[config.mk]
export PLATFORM = sky130hd
export DESIGN_NAME = fat12_cluster_usage_counter
export DESIGN_NICKNAME = d
export VERILOG_FILES = /design/src/hdl/fat12cuc_pkg.sv /design/src/hdl/fat12_cluster_usage_counter.sv /design/src/hdl/fat12cuc_entry.sv
export SDC_FILE = /design/constraint.sdc
export NUM_CORES = 1
export LEC_CHECK = 0
export ABC_AREA = 1
export BUFFER_PORTS_ARGS = -buffer_cell sky130_fd_sc_hd__buf_2
export CAP_MARGIN = 20
export CELL_PAD_IN_SITES_DETAIL_PLACEMENT = 1
export CELL_PAD_IN_SITES_GLOBAL_PLACEMENT = 1
export CORE_ASPECT_RATIO = 0.8
export CORE_MARGIN = 4
export CORE_UTILIZATION = 39
export CTS_CLUSTER_DIAMETER = 60
export DETAILED_ROUTE_END_ITERATION = 12
export GPL_TIMING_DRIVEN = 0
export PLACE_DENSITY_LB_ADDON = 0.1
export SYNTH_ARGS = -nofsm -noshare
export SYNTH_HDL_FRONTEND = slang
export SYNTH_SLANG_ARGS = --single-unit
[constraint.sdc]
create_clock -name i_clk -period 2.4 [get_ports i_clk]
set_clock_uncertainty 0.1 [all_clocks]
set_input_delay 0.12 -clock i_clk [delete_from_list [all_inputs] [get_ports i_clk]]
set_output_delay 0.12 -clock i_clk [all_outputs]
set_load 0.01 [all_outputs]
[src/hdl/fat12cuc_pkg.sv]
package fat12cuc_pkg;

    localparam int CNT_W = 13;

    localparam logic [CNT_W-1:0] CNT_MAX      = 13'h1FFF;
    localparam logic [CNT_W-1:0] MAX_CLUSTERS = 13'd4096;
    localparam logic [CNT_W-1:0] RESV_INIT    = 13'd2;
    localparam logic [CNT_W-1:0] FIRST_ENTRY  = 13'd2;

    // byte position inside a three-byte group
    localparam logic [1:0] PH_FIRST  = 2'd0;
    localparam logic [1:0] PH_SECOND = 2'd1;
    localparam logic [1:0] PH_THIRD  = 2'd2;

    localparam logic [11:0] ENT_FREE     = 12'h000;
    localparam logic [11:0] ENT_USED_LO  = 12'h002;
    localparam logic [11:0] ENT_USED_HI  = 12'hFEF;
    localparam logic [11:0] ENT_RESV_LO  = 12'hFF0;
    localparam logic [11:0] ENT_RESV_HI  = 12'hFF6;
    localparam logic [11:0] ENT_BAD      = 12'hFF7;
    localparam logic [11:0] ENT_TERM_LO  = 12'hFF8;

    localparam int OUT_W = 72;

    typedef struct packed {
        logic take;     // an entry completes on this byte
        logic free;
        logic used;
        logic resv;
        logic broken;
        logic term;
    } t_entry_hit;

    function automatic logic [CNT_W-1:0] sat_inc(input logic [CNT_W-1:0] v,
                                                 input logic en);
        logic [CNT_W-1:0] r;
        r = v;
        if (en && (v != CNT_MAX)) begin
            r = v + 13'd1;
        end
        return r;
    endfunction

endpackage

[src/hdl/fat12_cluster_usage_counter.sv]
// A last byte is registered, then its report is loaded into the result register.
// Throughput: one table byte per cycle; input register and result register
// let a byte be taken while a report waits, unless a further last byte arrives.
// Reset (i_rst_n low, synchronous): stream state cleared, reserved total set
// to 2, cluster bound set to 4096, no report pending.
module fat12_cluster_usage_counter (
    input  logic                                i_clk,
    input  logic                                i_rst_n,
    input  logic                                i_cfg_valid,
    output logic                                o_cfg_ready,
    input  logic [fat12cuc_pkg::CNT_W-1:0]      i_cfg_data,      // cluster_bound
    input  logic                                i_s_axis_tvalid,
    output logic                                o_s_axis_tready,
    input  logic [7:0]                          i_s_axis_tdata,  // fat_byte
    input  logic                                i_s_axis_tlast,  // last_byte
    output logic                                o_m_axis_tvalid,
    input  logic                                i_m_axis_tready,
    // used_count, free_count, end_count, broken_count, reserved_count, zero pad
    output logic [fat12cuc_pkg::OUT_W-1:0]      o_m_axis_tdata
);
    import fat12cuc_pkg::*;

    logic             r_in_valid;
    logic [7:0]       r_in_byte;
    logic             r_in_last;
    logic             w_consume;

    logic [CNT_W-1:0] r_bound;
    logic [1:0]       r_phase;
    logic [7:0]       r_held_bits;
    logic [CNT_W-1:0] r_entry_index;
    logic [CNT_W-1:0] r_used_total;
    logic [CNT_W-1:0] r_free_total;
    logic [CNT_W-1:0] r_end_total;
    logic [CNT_W-1:0] r_broken_total;
    logic [CNT_W-1:0] r_reserved_total;

    logic [1:0]       n_phase;
    logic [7:0]       n_held_bits;
    logic [CNT_W-1:0] n_entry_index;
    logic [CNT_W-1:0] n_used_total;
    logic [CNT_W-1:0] n_free_total;
    logic [CNT_W-1:0] n_end_total;
    logic [CNT_W-1:0] n_broken_total;
    logic [CNT_W-1:0] n_reserved_total;

    logic             r_out_valid;
    logic [OUT_W-1:0] r_out_data;

    t_entry_hit       w_hit;

    assign o_cfg_ready     = 1'b1;
    assign w_consume       = r_in_valid && (!r_in_last || !r_out_valid || i_m_axis_tready);
    assign o_s_axis_tready = !r_in_valid || w_consume;
    assign o_m_axis_tvalid = r_out_valid;
    assign o_m_axis_tdata  = r_out_data;

    fat12cuc_entry u_entry (
        .i_phase (r_phase),
        .i_held  (r_held_bits),
        .i_byte  (r_in_byte),
        .i_index (r_entry_index),
        .i_bound (r_bound),
        .o_hit   (w_hit)
    );

    always_comb begin
        case (r_phase)
            PH_SECOND: begin
                n_phase     = PH_THIRD;
                n_held_bits = r_in_byte;
            end
            PH_THIRD: begin
                n_phase     = PH_FIRST;
                n_held_bits = 8'h00;
            end
            default: begin
                n_phase     = PH_SECOND;
                n_held_bits = r_in_byte;
            end
        endcase
        n_entry_index    = sat_inc(r_entry_index, w_hit.take);
        n_used_total     = sat_inc(r_used_total, w_hit.used);
        n_free_total     = sat_inc(r_free_total, w_hit.free);
        n_end_total      = sat_inc(r_end_total, w_hit.term);
        n_broken_total   = sat_inc(r_broken_total, w_hit.broken);
        n_reserved_total = sat_inc(r_reserved_total, w_hit.resv);
    end

    always_ff @(posedge i_clk) begin
        if (!i_rst_n) begin
            r_in_valid       <= 1'b0;
            r_in_last        <= 1'b0;
            r_in_byte        <= 8'h00;
            r_bound          <= MAX_CLUSTERS;
            r_phase          <= PH_FIRST;
            r_held_bits      <= 8'h00;
            r_entry_index    <= '0;
            r_used_total     <= '0;
            r_free_total     <= '0;
            r_end_total      <= '0;
            r_broken_total   <= '0;
            r_reserved_total <= RESV_INIT;
            r_out_valid      <= 1'b0;
        end else begin
            if (i_cfg_valid) begin
                r_bound <= (i_cfg_data > MAX_CLUSTERS) ? MAX_CLUSTERS : i_cfg_data;
            end

            if (o_s_axis_tready) begin
                r_in_valid <= i_s_axis_tvalid;
                r_in_byte  <= i_s_axis_tdata;
                r_in_last  <= i_s_axis_tlast;
            end

            if (r_out_valid && i_m_axis_tready) begin
                r_out_valid <= 1'b0;
            end

            if (w_consume) begin
                if (r_in_last) begin
                    r_out_valid      <= 1'b1;
                    r_phase          <= PH_FIRST;
                    r_held_bits      <= 8'h00;
                    r_entry_index    <= '0;
                    r_used_total     <= '0;
                    r_free_total     <= '0;
                    r_end_total      <= '0;
                    r_broken_total   <= '0;
                    r_reserved_total <= RESV_INIT;
                end else begin
                    r_phase          <= n_phase;
                    r_held_bits      <= n_held_bits;
                    r_entry_index    <= n_entry_index;
                    r_used_total     <= n_used_total;
                    r_free_total     <= n_free_total;
                    r_end_total      <= n_end_total;
                    r_broken_total   <= n_broken_total;
                    r_reserved_total <= n_reserved_total;
                end
            end
        end
    end

    always_ff @(posedge i_clk) begin
        if (w_consume && r_in_last) begin
            r_out_data <= {7'd0, n_reserved_total, n_broken_total, n_end_total,
                           n_free_total, n_used_total};
        end
    end

    a_report_clears: assert property (@(posedge i_clk) disable iff (!i_rst_n)
        (w_consume && r_in_last) |=> (r_phase == PH_FIRST) && (r_entry_index == '0)
                                     && o_m_axis_tvalid)
        else $error("stream state not cleared after report");

    a_end_in_used: assert property (@(posedge i_clk) disable iff (!i_rst_n)
        r_end_total <= r_used_total)
        else $error("end total exceeds used total");

    a_resv_floor: assert property (@(posedge i_clk) disable iff (!i_rst_n)
        r_reserved_total >= RESV_INIT)
        else $error("reserved total below its base");

    a_held_clear: assert property (@(posedge i_clk) disable iff (!i_rst_n)
        (r_phase == PH_FIRST) |-> (r_held_bits == 8'h00))
        else $error("held bits left over at group start");

    a_no_overwrite: assert property (@(posedge i_clk) disable iff (!i_rst_n)
        (r_out_valid && !i_m_axis_tready) |-> !(w_consume && r_in_last))
        else $error("pending report overwritten");

endmodule

[src/hdl/fat12cuc_entry.sv]
module fat12cuc_entry (
    input  logic [1:0]                        i_phase,
    input  logic [7:0]                        i_held,
    input  logic [7:0]                        i_byte,
    input  logic [fat12cuc_pkg::CNT_W-1:0]    i_index,
    input  logic [fat12cuc_pkg::CNT_W-1:0]    i_bound,
    output fat12cuc_pkg::t_entry_hit          o_hit
);
    import fat12cuc_pkg::*;

    logic [11:0] w_entry;
    logic        w_take;
    logic        w_count;

    always_comb begin
        case (i_phase)
            PH_SECOND: begin
                w_entry = {i_byte[3:0], i_held};
                w_take  = 1'b1;
            end
            PH_THIRD: begin
                w_entry = {i_byte, i_held[7:4]};
                w_take  = 1'b1;
            end
            default: begin
                w_entry = {4'h0, i_byte};
                w_take  = 1'b0;
            end
        endcase
    end

    assign w_count = w_take && (i_index >= FIRST_ENTRY) && (i_index < i_bound);

    always_comb begin
        o_hit        = '0;
        o_hit.take   = w_take;
        if (w_count) begin
            o_hit.free   = (w_entry == ENT_FREE);
            o_hit.broken = (w_entry == ENT_BAD);
            o_hit.resv   = (w_entry >= ENT_RESV_LO) && (w_entry <= ENT_RESV_HI);
            o_hit.term   = (w_entry >= ENT_TERM_LO);
            o_hit.used   = ((w_entry >= ENT_USED_LO) && (w_entry <= ENT_USED_HI))
                           || o_hit.resv || o_hit.term;
        end
    end

endmodule
---- Word-level counts from Yosys, hierarchy flattened ----
Cells that the tools add are included.
storage, ports and cells
  register bits after elaboration ......... 177
  output and inout port bits .............. 75
  word-level logic and storage cells ...... 85
cells by class
  add/sub/neg operators ................... 6
  order comparisons ....................... 8
  eq/ne operators ......................... 9
  muxes and demuxes ....................... 23
  reductions and logical operators ........ 25
operators with widths
  cell                                                                                   count
  13-bit 2-to-1 mux                                                                      13
  13-bit by 1-bit adder with 13-bit output (second input constant)                       6
  13-bit != test (second input constant)                                                 6
  12-bit greater-or-equal comparator (second input constant)                             2
  12-bit <= comparator (second input constant)                                           2
  12-bit case mux with 2 select lines                                                    1
  8-bit 2-to-1 mux                                                                       2
  13-bit by 2-bit greater-or-equal comparator with 1-bit output (second input constant)  1
  13-bit greater-than comparator (second input constant)                                 1
  1-bit logical AND                                                                      13
  13-bit < comparator                                                                    1
  12-bit == test (second input constant)                                                 1
  12-bit by 2-bit greater-or-equal comparator with 1-bit output (second input constant)  1
  12-bit zero test                                                                       1
  1-bit logical OR                                                                       5
  5-bit 2-to-1 mux                                                                       1
  1-bit 2-to-1 mux                                                                       4
  2-bit case mux with 2 select lines                                                     1
  1-bit zero test                                                                        3
  2-bit by 1-bit == test with 1-bit output (second input constant)                       1
  2-bit == test (second input constant)                                                  1
  2-bit 2-to-1 mux                                                                       1
  2-bit AND reduction                                                                    1
  2-bit nonzero test                                                                     1
  2-bit OR reduction                                                                     1

---- Depth between registers and ports, before layout ----
  depth in word-level cells ............... 10
  gate-level depth with buffers ........... 19
  gate-level depth less buffers ........... 17

---- Hierarchy ----
From an unflattened synthesis, not the netlist that was laid out.
second synthesis, totals
  cells, all modules ...................... 1318
  area, all modules ....................... 9781.9 µm²
by module, submodules not included
  module                       instances  cells each  area each (µm²)  sequential area each (µm²)
  fat12_cluster_usage_counter  1          1152        8916.1           4194.0
  fat12cuc_entry               1          166         865.8            0.0

---- Least setup slack after synthesis ----
No wires, ideal clock.
  path type ............................... flip-flop to flip-flop
  start ................................... register r_in_valid
  end ..................................... register r_out_data[0] (netlist: o_m_axis_tdata[0]) (enable)
  library setup time ...................... 0.419 ns
  data arrival time ....................... 2.139 ns
  data required time ...................... 1.881 ns
  path slack .............................. -0.258 ns
  cell stages (with the launch flop) ...... 6
  path buffers ............................ 1
  cells stage by stage .................... dfxtp_1 -> buf_2 -> inv_1 -> nor2_1 -> nand2_1 -> inv_1
on the way
  word-level cells in the longest chain between the ends .. 2
ends and longest elaborated chain
  what                    line                                text
  start, declared         fat12_cluster_usage_counter.sv:23   logic r_in_valid;
  start signal, assigned  fat12_cluster_usage_counter.sv:111  r_in_valid <= i_s_axis_tvalid;
  1-bit logical AND       fat12_cluster_usage_counter.sv:53   assign w_consume = r_in_valid && (!r_in_last || !r_out_valid || i_m_axis_tready);
  1-bit logical AND       fat12_cluster_usage_counter.sv:146  if (w_consume && r_in_last) begin
  end signal, assigned    fat12_cluster_usage_counter.sv:147  r_out_data <= {7'd0, n_reserved_total, n_broken_total, n_end_total,
  end, declared           fat12_cluster_usage_counter.sv:48   logic [OUT_W-1:0] r_out_data;
No other way between the ends.
A chain may end at the register's enable or synchronous reset.

---- Final worst setup path ----
  start ................................... register r_phase[0]
  end ..................................... register r_out_data[57] (netlist: o_m_axis_tdata[57]) (data pin)
on the way
  word-level cells in the longest chain between the ends .. 8
  elaborated cells on any way between the ends .. 13
  those cells by class .................... order compare: 2; eq/ne: 2; mux: 4; reduce/logical: 5
ends and longest elaborated chain
  what                                                                        line                                text
  start, declared                                                             fat12_cluster_usage_counter.sv:29   logic [1:0] r_phase;
  start signal, assigned                                                      fat12_cluster_usage_counter.sv:132  r_phase <= n_phase;
  branches (longest 5 deep; another with 12-bit greater-or-equal comparator)  n/a
  5-bit 2-to-1 mux *                                                          fat12cuc_entry.sv:37                if (w_count) begin
  1-bit logical AND *                                                         fat12cuc_pkg.sv:38                  if (en && (v != CNT_MAX)) begin
  13-bit 2-to-1 mux *                                                         fat12cuc_pkg.sv:38
  via n_reserved_total[5]                                                     fat12_cluster_usage_counter.sv:45   logic [CNT_W-1:0] n_reserved_total;
Mark *: on every way through the listed nets, which the timed path passes.

==> out/qor.csv <==
stage,metric,value,unit
outcome,status,"complete, but fails checks",
outcome,violations,setup timing,
routing,drc,0,
timing,hold_violations,0,
routing,wirelength,30860,um
clocking,cts_buffers,17,
synthesis,synth_xor_area_share,3.995,%
floorplan,row_count,50,
floorplan,die-area,26740,sq um
power_and_ir_drop,power,6542,uW
worst_setup_path,arrival,2780,ps
worst_setup_path,cp-start-kind,flop,
synthesis,synth_seq_cells,177,
routing,drt_iter0_drc,446,
floorplan,die_h,147.1,um
timing,layout_setup_ws,-290.6,ps
worst_setup_path,max_stage_delay,340,ps
synthesis,synth.distinct_cells,45,
worst_setup_path,endpoint_kind,flop,
synthesis,avgSynthCellArea,7.614,sq um
global_route,grt_max_degree,37,
power_and_ir_drop,power_density,499.0,nW/um^2
timing,relSlewSlack,41.34,%
layout,diodes,0,
floorplan,initial_core_util,39.97,%
routing,vias,9005,
synthesis,yosysSeqAreaShare,44.49,%
routing,post_drt_via_cell_ratio,5.114,
timing,maxSlewViolCount,0,
routing,ant_nets,0,
power_and_ir_drop,leakage,0.005147,uW
timing,setup_viol,122,
worst_setup_path,crit_required,2490,ps
layout,final_common_cell,nand2_1,
global_route,grt_pass1_wl,49020,um
placement,dp_hpwl,19560,um
placement,pre_cts_slack,-507.7,ps
timing,rsz0062_at_grt,true,
worst_setup_path,criticalPathCategory,reg2reg,
clocking,htreeDepth,4,
routing,dr.pass1.iters,4,
clocking,numClockSinks,177,
worst_setup_path,cpLargestDelayFamily,simple AND/OR/NAND/NOR gates,
clocking,clkSlewWorstSetupHoldPaths,70,ps
worst_setup_path,crit_fanout,5,
layout,finalNetCount,1484,
worst_setup_path,timing.rr.start,r_phase[0],
layout,drive_gt1_share,37.54,%
synthesis,yosys.area_share.simple,28.67,%
worst_setup_path,path_cells,"inv_2, ha_4, clkinvlp_4, or2_2, nand2_2, inv_2, nor2_2, nand3_1, nand2_2, nand4_1, inv_2, buf_8, o21ai_4, and2_4",
synthesis,syn_area,9427,sq um
worst_setup_path,slowest_stage,dfxtp_2,
worst_setup_path,path_buf_inv,5,
synthesis,yosysWarnings,0,
synthesis,synth_adder_area_share,2.787,%
global_route,gr-total-overflow,0,
placement,gp_congestion,0.8551,
global_route,antenna_found_initial,0,
clocking,cts_tree,yes,
clocking,insertion_delay,440,ps
synthesis,synth_mux_area_share,0,%
worst_setup_path,crit_start,r_phase[0],
synthesis,netlist_instances,1238,
floorplan,die_width,181.8,um
layout,area_delta_synth_final,39.08,%
timing,timing.fmax,371.7,MHz
placement,io_buffers,93,
timing,tightest_slew,879.8,ps
timing,finalCriticalPeriod,2691,ps
run,max-cap-violations,0,
clocking,cts-root-buf,clkbuf_16,
clocking,clockBufferDepth,2,
floorplan,io-pin-count,102,
synthesis,synth_top_family_by_area,simple AND/OR/NAND/NOR gates,
synthesis,synth_compound_area_share,10.55,%
worst_setup_path,crit_top_cell,inv_2,
global_route,grt_pass1_vias,9404,
power_and_ir_drop,max-vdd-ir-drop,0.4196,mV
hold_path,hp-class,in2reg,
global_route,track_usage,22.50,%
routing,wl_per_cell,17.52,um
hold_path,min_from,i_m_axis_tready,
layout,mostFrequentLayoutCells,"nand2_1 (250), inv_1 (122), buf_2 (101), dfxtp_1 (97), nand2_2 (77)",
floorplan,core_area,23590,sq um
timing,period_share,112.1,%
-- cells by family after synthesis --
group | after synthesis
adder cells (fa/ha/maj) | 21
AO/OA/AOI/OAI | 174
XOR/XNOR | 43
flip-flops | 177
buffers and inverters | 210
other | 2
AND/OR/NAND/NOR | 611
-- synth_stat cells (all sizes together) --
library cell / number / area [sq um]
a211oi: 13 / 97.59
conb: 2 / 7.510
nor3b: 1 / 7.510
edfxtp: 65 / 1952
and3: 1 / 6.260
ha: 21 / 262.8
nand3b: 1 / 7.510
o21bai: 1 / 7.510
dfxtp: 112 / 2242
nand2: 375 / 1453
nand4: 15 / 93.84
nor4: 8 / 50.05
nor3: 28 / 161.4
or3: 1 / 6.260
xnor2: 3 / 26.28
o211ai: 12 / 103.9
or2: 8 / 50.05
a21oi: 116 / 614.3
or4: 1 / 7.510
clkbuf: 26 / 97.59
xor2: 40 / 350.3
nand3: 93 / 495.5
o21a: 3 / 22.52
buf: 28 / 205.2
nor4b: 1 / 8.760
o21ai: 29 / 148.9
nor2: 64 / 267.8
and2: 14 / 87.58
inv: 156 / 585.6
-- what timing repair did --
item,CTS,global route
hold buffers,25,0
pin swaps,83,76
gates resized for setup,244,176
gates cloned,8,1
endpoints found under the hold margin,24,0
setup endpoints to repair,178,180
setup buffers,26,20
-- stage by stage --
step                TNS (ps)  cells  cell area (sq um)  utilization [%]  hold slack (ps)
floorplan                  0   1244               9463                -            113.5
global placement      -88980   1649              10320            43.75            257.4
detailed placement    -44910   1650              10340            43.84            266.0
CTS                    -7234   1741              12290            52.11            13.29
global route          -31000   1761              13110            55.59            48.52
finish                -17260   1761              13110            55.59            8.367
-- layout make-up --
type	instances	area, sq um
clock buffers	21	504.2
well taps	312	390.4
multi-input cells	857	5614
clock inverters	11	92.59
fillers	2817	10480
flip-flops and latches	177	4218
inverters	156	609.3
repair buffers	171	1290
repair inverters	2	15.01
plain buffers	54	376.6
-- power breakdown --
| group | internal (uW) | total (uW) | leakage [uW] | switching [uW] |
|---|---|---|---|---|
| sequential | 3140 | 3160 | 0.00152 | 25.6 |
| clock | 1540 | 2840 | 0.000298 | 1300 |
| combinational | 200 | 541 | 0.00332 | 341 |
| total | 4880 | 6540 | 0.00515 | 1670 |
-- registers in the layout, summed over array words and instances (netlist names), 2 cells and up --
name              flops
o_m_axis_tdata       65
r_bound              13
r_broken_total       13
r_end_total          13
r_entry_index        13
r_free_total         13
r_reserved_total     13
r_used_total         13
r_held_bits           8
r_in_byte             8
r_phase               2
-- worst paths after layout --
| kind | endpoint | slack, ps | cells after the start |
|---|---|---|---|
| max reg2reg | o_m_axis_tdata[57] | -290 | 14 |
| max | o_m_axis_tdata[57] | -290 | 14 |
| min reg2reg | r_held_bits[1] | 360 | 2 |
| min | o_m_axis_tvalid | 8 | 6 |
-- routing by layer --
layer | track usage [%] | part of all wire [%]
met4 | 3.751 | 0.97
met3 | 3.812 | 3.2
met5 | 0 | 0
met1 | 30.93 | 48
met2 | 38.06 | 48
-- worst register-to-register path: stages, from the launching register on --
cell,delay (ps)
dfxtp_2,340
inv_2,50
ha_4,330
clkinvlp_4,130
or2_2,290
nand2_2,90
inv_2,60
nor2_2,100
nand3_1,90
nand2_2,110
nand4_1,190
inv_2,180
buf_8,170
o21ai_4,80
and2_4,150
Note: power is estimated with default switching activity, not from simulation.
